===== config.mk =====
export PLATFORM = sky130hd
export DESIGN_NAME = lcps_front
export DESIGN_NICKNAME = d
export VERILOG_FILES = /design/src/rtl/lcps_pkg.sv /design/src/rtl/lcps_front.sv
export SDC_FILE = /design/constraint.sdc
export NUM_CORES = 1
export LEC_CHECK = 0
export BUFFER_PORTS_ARGS = -buffer_cell sky130_fd_sc_hd__buf_2
export CAP_MARGIN = 20
export CORE_MARGIN = 2
export CORE_UTILIZATION = 45
export CTS_BUF_LIST = sky130_fd_sc_hd__clkbuf_2
export DETAILED_ROUTE_END_ITERATION = 8
export GPL_TIMING_DRIVEN = 0
export HOLD_SLACK_MARGIN = 0.05
export PLACE_DENSITY = 0.73
export SYNTH_ARGS = -nofsm -noshare
export SYNTH_HDL_FRONTEND = slang
export SYNTH_SLANG_ARGS = --single-unit

===== constraint.sdc =====
create_clock -name clk -period 4.3 [get_ports clk]
set_input_delay 0.86 -clock clk [delete_from_list [all_inputs] [get_ports clk]]
set_output_delay 0.86 -clock clk [all_outputs]
set_load 0.1 [all_outputs]

===== src/rtl/lcps_pkg.sv =====
// Shared types and constants for the line-center PI steering core.
// Used by every module under rtl/; depends on nothing else.
`timescale 1ns / 1ps

package lcps_pkg;

  localparam int POS_W      = 10;
  localparam int ERR_W      = 11;
  localparam int INTEG_W    = 40;
  localparam int NUM_W      = 51;
  localparam int QUO_W      = 37;
  localparam int SPLIT      = 19;
  localparam int REM_W      = 14;
  localparam int CFG_IDX_W  = 3;
  localparam int CFG_DATA_W = 16;
  localparam int QUEUE_DEPTH = 4;

  // Divide by 10000 in 16-bit digits: each partial dividend is shifted right by
  // four and multiplied by a reciprocal of 625 that is exact below 2^26.
  localparam int DIV_W       = 64;
  localparam int DIG_W       = 16;
  localparam int DIGITS      = DIV_W / DIG_W;
  localparam int PART_W      = REM_W + DIG_W;
  localparam int RECIP_W     = 27;
  localparam int RECIP_SHIFT = 36;
  localparam logic [RECIP_W-1:0] RECIP_625 = 27'd109951163;

  localparam logic [POS_W-1:0] POS_MAX    = {POS_W{1'b1}};
  localparam logic [REM_W:0]   DIVISOR    = 15'd10000;
  localparam logic [7:0]       PROP_SCALE = 8'd100;

  localparam logic [CFG_IDX_W-1:0] CFG_KP     = 3'd0;
  localparam logic [CFG_IDX_W-1:0] CFG_KI     = 3'd1;
  localparam logic [CFG_IDX_W-1:0] CFG_DT     = 3'd2;
  localparam logic [CFG_IDX_W-1:0] CFG_SCALE  = 3'd3;
  localparam logic [CFG_IDX_W-1:0] CFG_LIMIT  = 3'd4;
  localparam logic [CFG_IDX_W-1:0] CFG_CRUISE = 3'd5;

  typedef struct packed {
    logic [9:0]  prop_gain_hundredths;
    logic [9:0]  integ_gain_ten_thousandths;
    logic [15:0] time_step;
    logic [15:0] angular_scale;
    logic [7:0]  lost_limit;
    logic [15:0] cruise_speed;
  } cfg_t;

  typedef struct packed {
    logic             seen;
    logic [POS_W-1:0] first_edge;
    logic [POS_W-1:0] last_edge;
  } row_sum_t;

  typedef struct packed {
    logic        stopped;
    logic        line_seen;
    logic [9:0]  pixel_error;
    logic [15:0] forward_rate;
    logic [31:0] angular_rate;
  } result_t;

  typedef enum logic [3:0] {
    ST_IDLE, ST_ERR, ST_INTEG, ST_ACC, ST_PROP, ST_PSCALE, ST_ILO,
    ST_IHI, ST_DIVSET, ST_DQ, ST_DR, ST_SLO, ST_SHI, ST_SAT, ST_OUT
  } back_state_t;

endpackage


===== src/rtl/lcps_front.sv =====
// Pixel front end: counts pixels in a scan row and tracks the first and last edge.
// Pushes one row summary per row end into the row queue. Depends on lcps_pkg.
`timescale 1ns / 1ps

module lcps_front #(
  parameter int unsigned ROW_WIDTH = 500
) (
  input  logic              clk,
  input  logic              rst,
  input  logic              in_valid,
  output logic              in_ready,
  input  logic              edge_bit,
  input  logic              row_end,
  input  logic              full,
  output logic              push,
  output lcps_pkg::row_sum_t push_data
);
  import lcps_pkg::*;

  localparam logic [POS_W-1:0] ROW_LIM = POS_W'(ROW_WIDTH);

  logic [POS_W-1:0] pixel_position;
  logic [POS_W-1:0] first_edge;
  logic [POS_W-1:0] last_edge;
  logic             edge_found;

  logic             take;
  logic             hit;
  logic [POS_W-1:0] first_next;
  logic [POS_W-1:0] last_next;
  logic             found_next;

  assign in_ready = !full;
  assign take     = in_valid && in_ready;

  // Edges beyond the row width do not count.
  assign hit        = edge_bit && (pixel_position < ROW_LIM);
  assign first_next = (hit && !edge_found) ? pixel_position : first_edge;
  assign last_next  = hit ? pixel_position : last_edge;
  assign found_next = edge_found || hit;

  assign push      = take && row_end;
  assign push_data = '{seen: found_next, first_edge: first_next, last_edge: last_next};

  always_ff @(posedge clk) begin
    if (rst) begin
      pixel_position <= '0;
      first_edge     <= '0;
      last_edge      <= '0;
      edge_found     <= 1'b0;
    end else if (take) begin
      if (row_end) begin
        pixel_position <= '0;
        first_edge     <= '0;
        last_edge      <= '0;
        edge_found     <= 1'b0;
      end else begin
        if (pixel_position != POS_MAX) begin
          pixel_position <= pixel_position + 1'b1;
        end
        first_edge <= first_next;
        last_edge  <= last_next;
        edge_found <= found_next;
      end
    end
  end

endmodule


**Word level (Yosys, flattened, before mapping)**

Cells that the tools add are included.
W data, S select, Z words.

- Bits in registers: 31
- Input port bits: 6
- Logic and storage cells: 23

- $add $sub $neg: 1
- Order comparisons: 1
- Equal/unequal tests: 1
- Mux-type cells: 7
- Reductions and logical operators: 9

Operators by type and width:

| operator | number |
|---|---|
| $mux W10 | 6 |
| $add A10 B1 Y10 const B | 1 |
| $lt A10 B9 Y1 const B | 1 |
| $ne A10 B10 Y1 const B | 1 |
| $logic_and A1 B1 Y1 | 4 |
| $logic_not A1 Y1 | 2 |
| $reduce_and A2 Y1 | 1 |
| $reduce_bool A2 Y1 | 1 |
| $logic_or A1 B1 Y1 | 1 |
| $mux W1 | 1 |

**Logic depth before layout (Yosys ltp)**

- Depth after elaboration: 5
- Gate-level depth with buffers: 7

**Worst setup path after synthesis**

No wires, ideal clock.

- Path type: input to output
- From: input port edge_bit
- To: output port push_data[8] (netlist bit)
- Data arrival time: 2.806 ns
- Data required time: 3.440 ns
- Path slack: 0.634 ns
- Stages on the path: 4
- Buffers on the path: 1
- Path through: nor2b_1 > o21ai_1 > buf_2 > a21oi_1

RTL lines:

| what | line | RTL |
|---|---|---|
| start, declared | lcps_front.sv:12 | `input logic edge_bit,` |
| end, declared | lcps_front.sv:16 | `output lcps_pkg::row_sum_t push_data` |

==> results by group <==
CTS
  – Clock Path Buffers: 2
  – Clock transition at path regs: 0.16 ns
  – Hold-fix buffers, CTS: 0
  – Sink Count: 31
  – Setup Fix Bufs, Post-CTS: 0
  – Post-cts resize count: 0
  – Root Buffer: clkbuf_2
  – CTS buffer count: 5
  – H-tree Lvls: 2
  – CTS tree: done
  – Skew-Pair Late Insertion Delay: 0.37 ns

Finish
  – P&R area growth vs syn: 15.18%
  – Most common cell after layout, fill and taps aside: buf_2
  – Commonest cells after routing, fill and taps aside: 35 x buf_2, 31 x dfxtp_1, 17 x mux2_2, 17 x a22o_1, 12 x a21oi_1
  – Nets: 199
  – Layout cells sized above 1: 0.3523
  – ANT cells: 0

Floorplanning
  – Die width: 62.36 um
  – Die Y: 62.36 um
  – Core ar.: 3311 um^2
  – I/O pins: 29
  – Starting density of the core: 0.4630
  – # rows: 21
  – Die area: 3889 um^2

Global routing
  – Initial antenna violation count: 0
  – First-pass GRT wire length: 5.996 mm
  – Vias in the first global route: 1265
  – Pin count of the biggest net entering global routing: 11
  – Total track usage: 0.1966
  – Remaining Overflow, GRT: 0

Timing
  – Min Clock Period, post-route: 3.228 ns
  – Worst Max-Slew Pin Slew: 0.6463 ns
  – Final worst path period share: 0.7508
  – Final Hold Vio Count: 0
  – Slew Limit Fails: 0
  – Max Fclk: 309.8 MHz
  – Worst clock skew: 0.01745 ns
  – Final setup TNS: 0 ns
  – Final Hold Slack: 0.4759 ns
  – Final setup fails: 0
  – RSZ-0062 raised after global routing: false
  – Max-slew headroom: 0.5691

Worst setup path
  – CP arrival: 2.37 ns
  – Setup Crit Path Kind: flop to output pin
  – Crit start category: flop
  – CP Capture Type: output pin
  – Crit-path max FO: 10
  – Register-to-Register Setup Slack: 2.30 ns
  – Critical Path RT: 3.44 ns

Logic synthesis
  – Leading area contributor after synthesis: dfxtp_1
  – EDFF count, synth: 0
  – Warnings, synthesis: 0
  – Mapped Nets: 165
  – Top cells by area, synth: dfxtp_1 40%, mux2_2 12%, a22o_1 9.7%
  – Share of the synthesized area in the top cell type: 0.4049
  – Library cells used by synthesis: 37
  – Yosys reg bits: 31
  – Synthesized area: 1533 um^2
  – Synthesized area per cell: 9.701 um^2
  – Seq/Total Area, Yosys: 0.4049
  – Async S/R FF share, synth: 0
  – Main synth FF type: dfxtp_1
  – Synth Instances: 158

Placement
  – Placer Congestion: 0.8762
  – Post-DP HPWL: 2.470 mm
  – PortBufs: 27

Worst hold path
  – Hold Path Class: flop to flop

Detailed routing
  – WL per Instance: 14.79 um
  – Vias per cell: 5.653
  – Vias: 1351
  – TritonRoute pass-1 iters: 4
  – WL final: 3.535 mm
  – Initial detailed-routing violation count: 88
  – DRC violation count after routing: 0
  – Post-DRT Antenna Nets: 0

Flow run
  – Max Cap Viol: 0

Power
  – Max IR drop VDD: 0.00009860 V
  – PwrDens: 279.2 nW/um^2
  – Leakage power: 0.0007774 uW

Outcome
  – Status: finished clean
## cells in the mapped netlist (3+ instances only)
master / n
and2_1: 3
clkbuf_1: 3
o21ai_0: 3
dfxtp_1: 31
nand2_1: 6
mux2_2: 17
nand3_1: 4
or4_1: 3
buf_6: 3
o31ai_1: 5
a22o_1: 17
a21oi_1: 12
buf_2: 8
nand2b_1: 4
inv_1: 4
nor2_1: 6
## cell type report
type                       instances  area [um^2]
tap                               46        57.56
inverter                           4        15.01
multi-input combinational        107        797.0
clock buffer                       7        35.03
timing repair buffer              27        135.1
buffer                            16        100.1
sequential                        31        620.6
fill                             333         1545
clock inverter                     1        5.005
## flip-flops by register name (all words and copies together), names as in the netlist
signal          flops
first_edge         10
last_edge          10
pixel_position     10
edge_found          1
## through the flow
step / instances / utilization / total power (uW) / instance area [um^2] / setup slack, ns
floorplan: 158 / - / 344.5 / 1533 / 0.6336
global placement: 231 / 0.5212 / 356.0 / 1725 / 1.150
detailed placement: 231 / 0.5212 / 356.9 / 1725 / 1.129
CTS: 239 / 0.5333 / 496.1 / 1765 / 1.072
global route: 239 / 0.5333 / 518.4 / 1765 / 0.8823
finish: 239 / 0.5333 / 492.9 / 1765 / 1.072
## cells by family after synthesis
logic type | synth area share
AO/OA/AOI/OAI | 0.2139
XOR/XNOR | 0.01143
adder cells (fa/ha/maj) | 0.008162
buffers and inverters | 0.07510
flip-flops | 0.4049
multiplexers | 0.1249
AND/OR/NAND/NOR | 0.1616
## final timing paths
check                    start                end  depth (start not counted)
max reg2reg  pixel_position[1]  pixel_position[3]                          6
min reg2reg      first_edge[9]      first_edge[9]                          1
min              first_edge[9]      first_edge[9]                          1
max          pixel_position[7]      push_data[10]                          6
## per-layer routing
metal / GRT usage / vias to the layer above / wire [um]
met2: 0.3220 / 37 / 1714
li1: - / 649 / -
met5: 0 / - / 0
met3: 0.04348 / 8 / 162
met1: 0.2503 / 657 / 1596
met4: 0.08333 / 0 / 62
## worst max-delay path, cell delays in order (launching register included)
cell and delay [ns]:
dfxtp_1 0.53, nand4_2 0.19, o21ai_1 0.32, nand2b_1 0.16, buf_4 0.18, mux2_2 0.35
buf_2 0.29
## power breakdown
group	switching, uW	internal (uW)	total [uW]
Sequential	1.76	289	291
Combinational	44.0	16.3	60.3
Clock	97.6	44.4	142
Note: power is estimated with default switching activity, not from simulation.
