<file path="src/rtl/lcps_pkg.sv">
// Shared types and constants for the line-center PI steering core.
// Used by every module under rtl/; depends on nothing else.
`timescale 1ns / 1ps

package lcps_pkg;

  localparam int POS_W      = 10;
  localparam int ERR_W      = 11;
  localparam int INTEG_W    = 40;
  localparam int NUM_W      = 51;
  localparam int QUO_W      = 37;
  localparam int SPLIT      = 19;
  localparam int REM_W      = 14;
  localparam int CFG_IDX_W  = 3;
  localparam int CFG_DATA_W = 16;
  localparam int QUEUE_DEPTH = 4;

  // Divide by 10000 in 16-bit digits: each partial dividend is shifted right by
  // four and multiplied by a reciprocal of 625 that is exact below 2^26.
  localparam int DIV_W       = 64;
  localparam int DIG_W       = 16;
  localparam int DIGITS      = DIV_W / DIG_W;
  localparam int PART_W      = REM_W + DIG_W;
  localparam int RECIP_W     = 27;
  localparam int RECIP_SHIFT = 36;
  localparam logic [RECIP_W-1:0] RECIP_625 = 27'd109951163;

  localparam logic [POS_W-1:0] POS_MAX    = {POS_W{1'b1}};
  localparam logic [REM_W:0]   DIVISOR    = 15'd10000;
  localparam logic [7:0]       PROP_SCALE = 8'd100;

  localparam logic [CFG_IDX_W-1:0] CFG_KP     = 3'd0;
  localparam logic [CFG_IDX_W-1:0] CFG_KI     = 3'd1;
  localparam logic [CFG_IDX_W-1:0] CFG_DT     = 3'd2;
  localparam logic [CFG_IDX_W-1:0] CFG_SCALE  = 3'd3;
  localparam logic [CFG_IDX_W-1:0] CFG_LIMIT  = 3'd4;
  localparam logic [CFG_IDX_W-1:0] CFG_CRUISE = 3'd5;

  typedef struct packed {
    logic [9:0]  prop_gain_hundredths;
    logic [9:0]  integ_gain_ten_thousandths;
    logic [15:0] time_step;
    logic [15:0] angular_scale;
    logic [7:0]  lost_limit;
    logic [15:0] cruise_speed;
  } cfg_t;

  typedef struct packed {
    logic             seen;
    logic [POS_W-1:0] first_edge;
    logic [POS_W-1:0] last_edge;
  } row_sum_t;

  typedef struct packed {
    logic        stopped;
    logic        line_seen;
    logic [9:0]  pixel_error;
    logic [15:0] forward_rate;
    logic [31:0] angular_rate;
  } result_t;

  typedef enum logic [3:0] {
    ST_IDLE, ST_ERR, ST_INTEG, ST_ACC, ST_PROP, ST_PSCALE, ST_ILO,
    ST_IHI, ST_DIVSET, ST_DQ, ST_DR, ST_SLO, ST_SHI, ST_SAT, ST_OUT
  } back_state_t;

endpackage

</file>
<file path="src/rtl/lcps_fifo.sv">
// Short register queue that carries row summaries from the front end to the back end.
// Depends on lcps_pkg only for the house import style.
`timescale 1ns / 1ps

module lcps_fifo #(
  parameter int WIDTH = 21,
  parameter int DEPTH = 4
) (
  input  logic             clk,
  input  logic             rst,
  input  logic             push,
  input  logic [WIDTH-1:0] push_data,
  input  logic             pop,
  output logic [WIDTH-1:0] rd_data,
  output logic             empty,
  output logic             full
);
  import lcps_pkg::*;

  localparam int ADDR_W = $clog2(DEPTH);
  localparam int CNT_W  = $clog2(DEPTH + 1);

  logic [WIDTH-1:0]  mem [DEPTH];
  logic [ADDR_W-1:0] wr_ptr;
  logic [ADDR_W-1:0] rd_ptr;
  logic [CNT_W-1:0]  count;

  assign empty   = (count == '0);
  assign full    = (count == CNT_W'(DEPTH));
  assign rd_data = mem[rd_ptr];

  always_ff @(posedge clk) begin
    if (push) begin
      mem[wr_ptr] <= push_data;
    end
  end

  always_ff @(posedge clk) begin
    if (rst) begin
      wr_ptr <= '0;
      rd_ptr <= '0;
      count  <= '0;
    end else begin
      if (push) begin
        wr_ptr <= (wr_ptr == ADDR_W'(DEPTH - 1)) ? '0 : wr_ptr + 1'b1;
      end
      if (pop) begin
        rd_ptr <= (rd_ptr == ADDR_W'(DEPTH - 1)) ? '0 : rd_ptr + 1'b1;
      end
      case ({push, pop})
        2'b10:   count <= count + 1'b1;
        2'b01:   count <= count - 1'b1;
        default: count <= count;
      endcase
    end
  end

  a_no_overflow: assert property (@(posedge clk) disable iff (rst) push |-> !full)
    else $error("row queue written while full");
  a_no_underflow: assert property (@(posedge clk) disable iff (rst) pop |-> !empty)
    else $error("row queue read while empty");
  a_count_bound: assert property (@(posedge clk) disable iff (rst)
    count <= CNT_W'(DEPTH))
    else $error("row queue count out of range");

endmodule

</file>
<file path="config.mk">
export PLATFORM = sky130hd
export DESIGN_NAME = lcps_fifo
export DESIGN_NICKNAME = d
export VERILOG_FILES = /design/src/rtl/lcps_pkg.sv /design/src/rtl/lcps_fifo.sv
export SDC_FILE = /design/constraint.sdc
export NUM_CORES = 1
export LEC_CHECK = 0
export BUFFER_PORTS_ARGS = -buffer_cell sky130_fd_sc_hd__buf_2
export CAP_MARGIN = 20
export CORE_MARGIN = 3
export CORE_UTILIZATION = 50
export CTS_CLUSTER_DIAMETER = 40
export DETAILED_ROUTE_END_ITERATION = 6
export PLACE_DENSITY = 0.71
export SLEW_MARGIN = 5
export SYNTH_ARGS = -nofsm -noshare
export SYNTH_HDL_FRONTEND = slang
export SYNTH_SLANG_ARGS = --single-unit
export TNS_END_PERCENT = 5
</file>
<file path="constraint.sdc">
create_clock -name clk -period 3.1 [get_ports clk]
set_input_delay 0.155 -clock clk [delete_from_list [all_inputs] [get_ports clk]]
set_output_delay 0.155 -clock clk [all_outputs]
set_load 0.005 [all_outputs]
</file>
; ---- Word-level counts from Yosys, hierarchy flattened
; Memory sizes are Yosys's and may differ from the RTL's. A register that Yosys moved wholly into a read port is not among the register bits.
; Cells that the tools add are included.
[totals]
ff_bits = 7
ramBits = 84
in_bits = 25
output_inout_bits = 23
wordCells = 22
n_memories = 1
[mem_list]
columns = memory, depth, width, read_ports, rd_clocked_by_memory_dff, wr, line
row1 = mem, 4, 21, 1, 1, 1, lcps_fifo.sv:23  ; logic [WIDTH-1:0] mem [DEPTH];
[classes]
addsub = 4
eq_ne = 5
mux = 7
n_reduce_logical = 2
[op_table]
columns = operator, n
row1 = 2-to-1 mux 2 bit, 4
row2 = "== test 2 bit, second input constant", 3
row3 = case mux 3 bit (2 select lines), 1
row4 = "adder 2 x 1 -> 2 bit, second input constant", 2
row5 = "adder 3 x 1 -> 3 bit, second input constant", 1
row6 = "== test 3 bit, second input constant", 1
row7 = logical NOT 3 bit, 1
row8 = "subtractor 3 x 1 -> 3 bit, second input constant", 1
row9 = "== test 2 x 1 -> 1 bit, second input constant", 1
row10 = 2-to-1 mux 1 bit, 2
row11 = nonzero test 2 bit, 1

; ---- Depth between registers and ports, before layout
[depth]
ltp_word = 4
mapped_depth = 7
depth_no_buf = 7

; ---- Worst setup path after synthesis
; Ideal clock, no wire load.
[synth_path]
kind = reg2reg
start = register count[0]
end = register count[2]
setup_time_ps = 70
arrival_ps = 1410
t_required_ps = 3030
path_slack_ps = 1620
path_stages_with_launch = 6
n_path_buf = 0
period_less_slack_ps = 1480
cell_sequence = dfxtp_1 > inv_1 > fa_1 > xor2_1 > or3_1 > a21oi_1
[synth_via]
elab_chain_cells = 2
elab_cells_between_ends = 3
cone_classes = 2 x add/sub / 1 x mux
[synth_lines]
columns = element, line
row1 = from (decl), lcps_fifo.sv:26  ; logic [CNT_W-1:0] count;
row2 = from (signal assigned), lcps_fifo.sv:51  ; 2'b10: count <= count + 1'b1;
row3 = from (signal assigned), lcps_fifo.sv:52  ; 2'b01: count <= count - 1'b1;
row4 = from (signal assigned), lcps_fifo.sv:53  ; default: count <= count;
row5 = subtractor 3 x 1 -> 3 bit / adder 3 x 1 -> 3 bit (equally long branches), "lcps_fifo.sv:52, lcps_fifo.sv:51"
row6 = case mux 3 bit (2 select lines) (*), lcps_fifo.sv:50  ; case ({push, pop})
; Mark *: on every way between the ends. The rest lies on a longest branch, timed or not.
; A chain may end at the register's enable or synchronous reset.

==> impl_metrics.toml <==
[outcome]
outcome = "finished, final reports clean"

[synth]
synth_area_mm2 = 0.00348
yosysSeqAreaShare = 0.777
yosysWarnings = 0
synth_nets = 189
synthMuxAreaShare = 0.143
synthAdderAreaFrac = 0.0273
synth_cells = 157
ys_seq_elements = 93
avgSynthCellArea_um2 = 22.2
synthSimpleGateAreaFrac = 0.0241
synth_cell_types = 19
synth-xor-area-share = 0.00503
synth_top_family_by_area = "multiplexers"
synth_compound_area_frac = 0.00719

[routing]
viasPerCell = 5.49
dr.pass1.iters = 4
antenna_left = 0
vias = 1647
drcViolationCount = 0
routedWlPerCell_um = 18.9
drtIter0Drc = 87
wl_um = 5660

[timing]
min_period_over_period = 0.688
fin_tns_setup_ns = 0
clock.fmax_mhz = 469
finalHoldViolCount = 0
rsz0062_at_grt = "no"
worst_slew_pin_slew_ns = 1.05
finClkSkew_ns = 0.00941
slew_violations = 0
fin_crit_ns = 2.13
finalSetupViolCount = 0
slew_headroom = 0.297

[hold_path]
hold_path.class = "in -> reg"

[placed_design]
port_buffers = 47
place_hpwl_um = 3640
placed_area_mm2 = 0.00380
place_congestion = 0.677

[clock_network]
cts_buffer_depth = 2
cts_tree = "done"
post_cts_resized = 0
cts_sinks = 93
root_buffer = "clkbuf_8"
cts_buffers = 9
clkTransAtPathRegs_ns = 0.09
clk_latency_ns = 0.34
postCtsSetupRepairBufs = 0
htree_num_levels = 3

[cells_and_area]
finalCoreUtilization = 0.620
multi_input_area_um2 = 718
postLayoutCellArea_mm2 = 0.00405
antenna_cells = 0
regArea_mm2 = 0.00270
nNetsFinal = 250
drive_above_1_share = 0.390
nFillCells = 476
syn_to_final_growth_pct = 16.3

[setup_path]
start_kind = "register"
reg2reg_setup_slack_ns = 1.44
crit_required_ns = 2.94
end_kind = "primary output"
cp.arrival_ns = 1.98
cp_max_fo = 21
worst-setup-path-type = "reg -> out"

[global_routing]
grt_pass1_vias = 1723
grt_max_degree = 22
grt_pass1_wl_um = 8870
grt_antenna_before_repair = 0
grt_usage = 0.157
overflow = 0

[floorplanning]
start_util = 0.533
core_mm2 = 0.00653
die_w_um = 89.4
fp-row-count = 29
num_io_pins = 48
die_area_mm2 = 0.00800
die_h_um = 89.4

[power_and_ir_drop]
p_leak_nw = 1.42
finalPower_w = 0.00243
power.density_mw_per_mm2 = 601
peakVddDrop_v = 0.000283

[flow_run]
cap_violations = 0
synthesized netlist by cell type:
cell type | instances | area share
a21oi_1 | 4 | 0.0058
and2_1 | 4 | 0.0072
and3_1 | 1 | 0.0018
buf_2 | 2 | 0.0029
buf_6 | 2 | 0.0065
dfxtp_1 | 9 | 0.052
edfxtp_1 | 84 | 0.72
fa_1 | 1 | 0.0058
ha_1 | 6 | 0.022
inv_1 | 7 | 0.0076
mux2i_1 | 2 | 0.0058
mux4_1 | 1 | 0.0076
mux4_2 | 20 | 0.13
nor2_1 | 7 | 0.0076
nor3_1 | 1 | 0.0014
nor3b_1 | 2 | 0.0043
o21ai_0 | 1 | 0.0014
or3_1 | 1 | 0.0018
xor2_1 | 2 | 0.0050
placed cells by master (no fill, tap or decap), drive strengths merged:
cell type / netlist / final
mux2i: 2 / 2
edfxtp: 84 / 84
clkinv: 0 / 1
clkinvlp: 0 / 1
and3: 1 / 1
nor3: 1 / 1
xor2: 2 / 2
a21oi: 4 / 4
dfxtp: 9 / 9
nor2: 7 / 7
fa: 1 / 1
ha: 6 / 6
or3: 1 / 1
clkbuf: 0 / 14
o21ai: 1 / 1
and2: 4 / 4
buf: 4 / 51
mux4: 21 / 21
dlygate4sd3: 0 / 3
inv: 7 / 7
nor3b: 2 / 2
power by group:
part / internal [W] / total [W] / switching (W)
logic: 0.000112 / 0.000205 / 0.0000932
clock network: 0.000382 / 0.000767 / 0.000386
registers: 0.00142 / 0.00146 / 0.0000370
total: 0.00192 / 0.00243 / 0.000516
area by class of cell:
cell class / instances / area share
clock buffers: 14 / 0.0451
clock inverters: 2 / 0.00402
inverters: 7 / 0.00649
multi-input cells: 53 / 0.177
flip-flops and latches: 93 / 0.668
well taps: 77 / 0.0238
repair buffers: 54 / 0.0748
layer usage:
| layer | share of wire | up-vias | track usage |
|---|---|---|---|
| met4 | 0.016 | 0 | 0.0677 |
| li1 | - | 756 | - |
| met2 | 0.53 | 35 | 0.269 |
| met5 | 0 | - | 0 |
| met3 | 0.049 | 10 | 0.0516 |
| met1 | 0.41 | 846 | 0.181 |
state kept, by name (all words and copies together) (netlist names), named ones only:
name,flops
count,3
mem,84
rd_ptr,2
wr_ptr,2
worst paths after layout:
kind,startpoint,end,cells past startpoint
max,register,rd_data[8],2
max reg2reg,count[0]$_SDFFE_PP0P_,count[2]$_SDFFE_PP0P_,5
min,push_data[1],mem[1][1]$_DFFE_PP_,1
min reg2reg,count[1]$_SDFFE_PP0P_,count[1]$_SDFFE_PP0P_,2
stage by stage:
stage               hold WS (ns)  setup slack (ns)  std cells
finish                    0.0238             0.966        300
global route             0.00188             0.828        300
CTS                     0.000185             0.888        297
detailed placement         0.373              1.23        280
global placement           0.363              1.28        280
floorplan                  0.224              1.62        157
what timing repair did:
item,in CTS,in global routing
hold endpoints to repair,3,8
endpoints found under the setup margin,0,0
hold buffers,1,2
worst max-delay path: stages (launching register included):
cell	delay [ns]
dfxtp_2	0.84
mux4_1	0.65
buf_2	0.15
cell families (layout without fill, tap and decap cells):
family | after synthesis | in the layout
AOI/OAI and AO/OA | 5 | 5
and+or+nand+nor | 16 | 16
adders and majority gates | 7 | 7
xor gates and xnor gates | 2 | 2
buffers and inverters | 11 | 77
muxes | 23 | 23
DFF | 93 | 93
(Power assumes the default switching activity.)
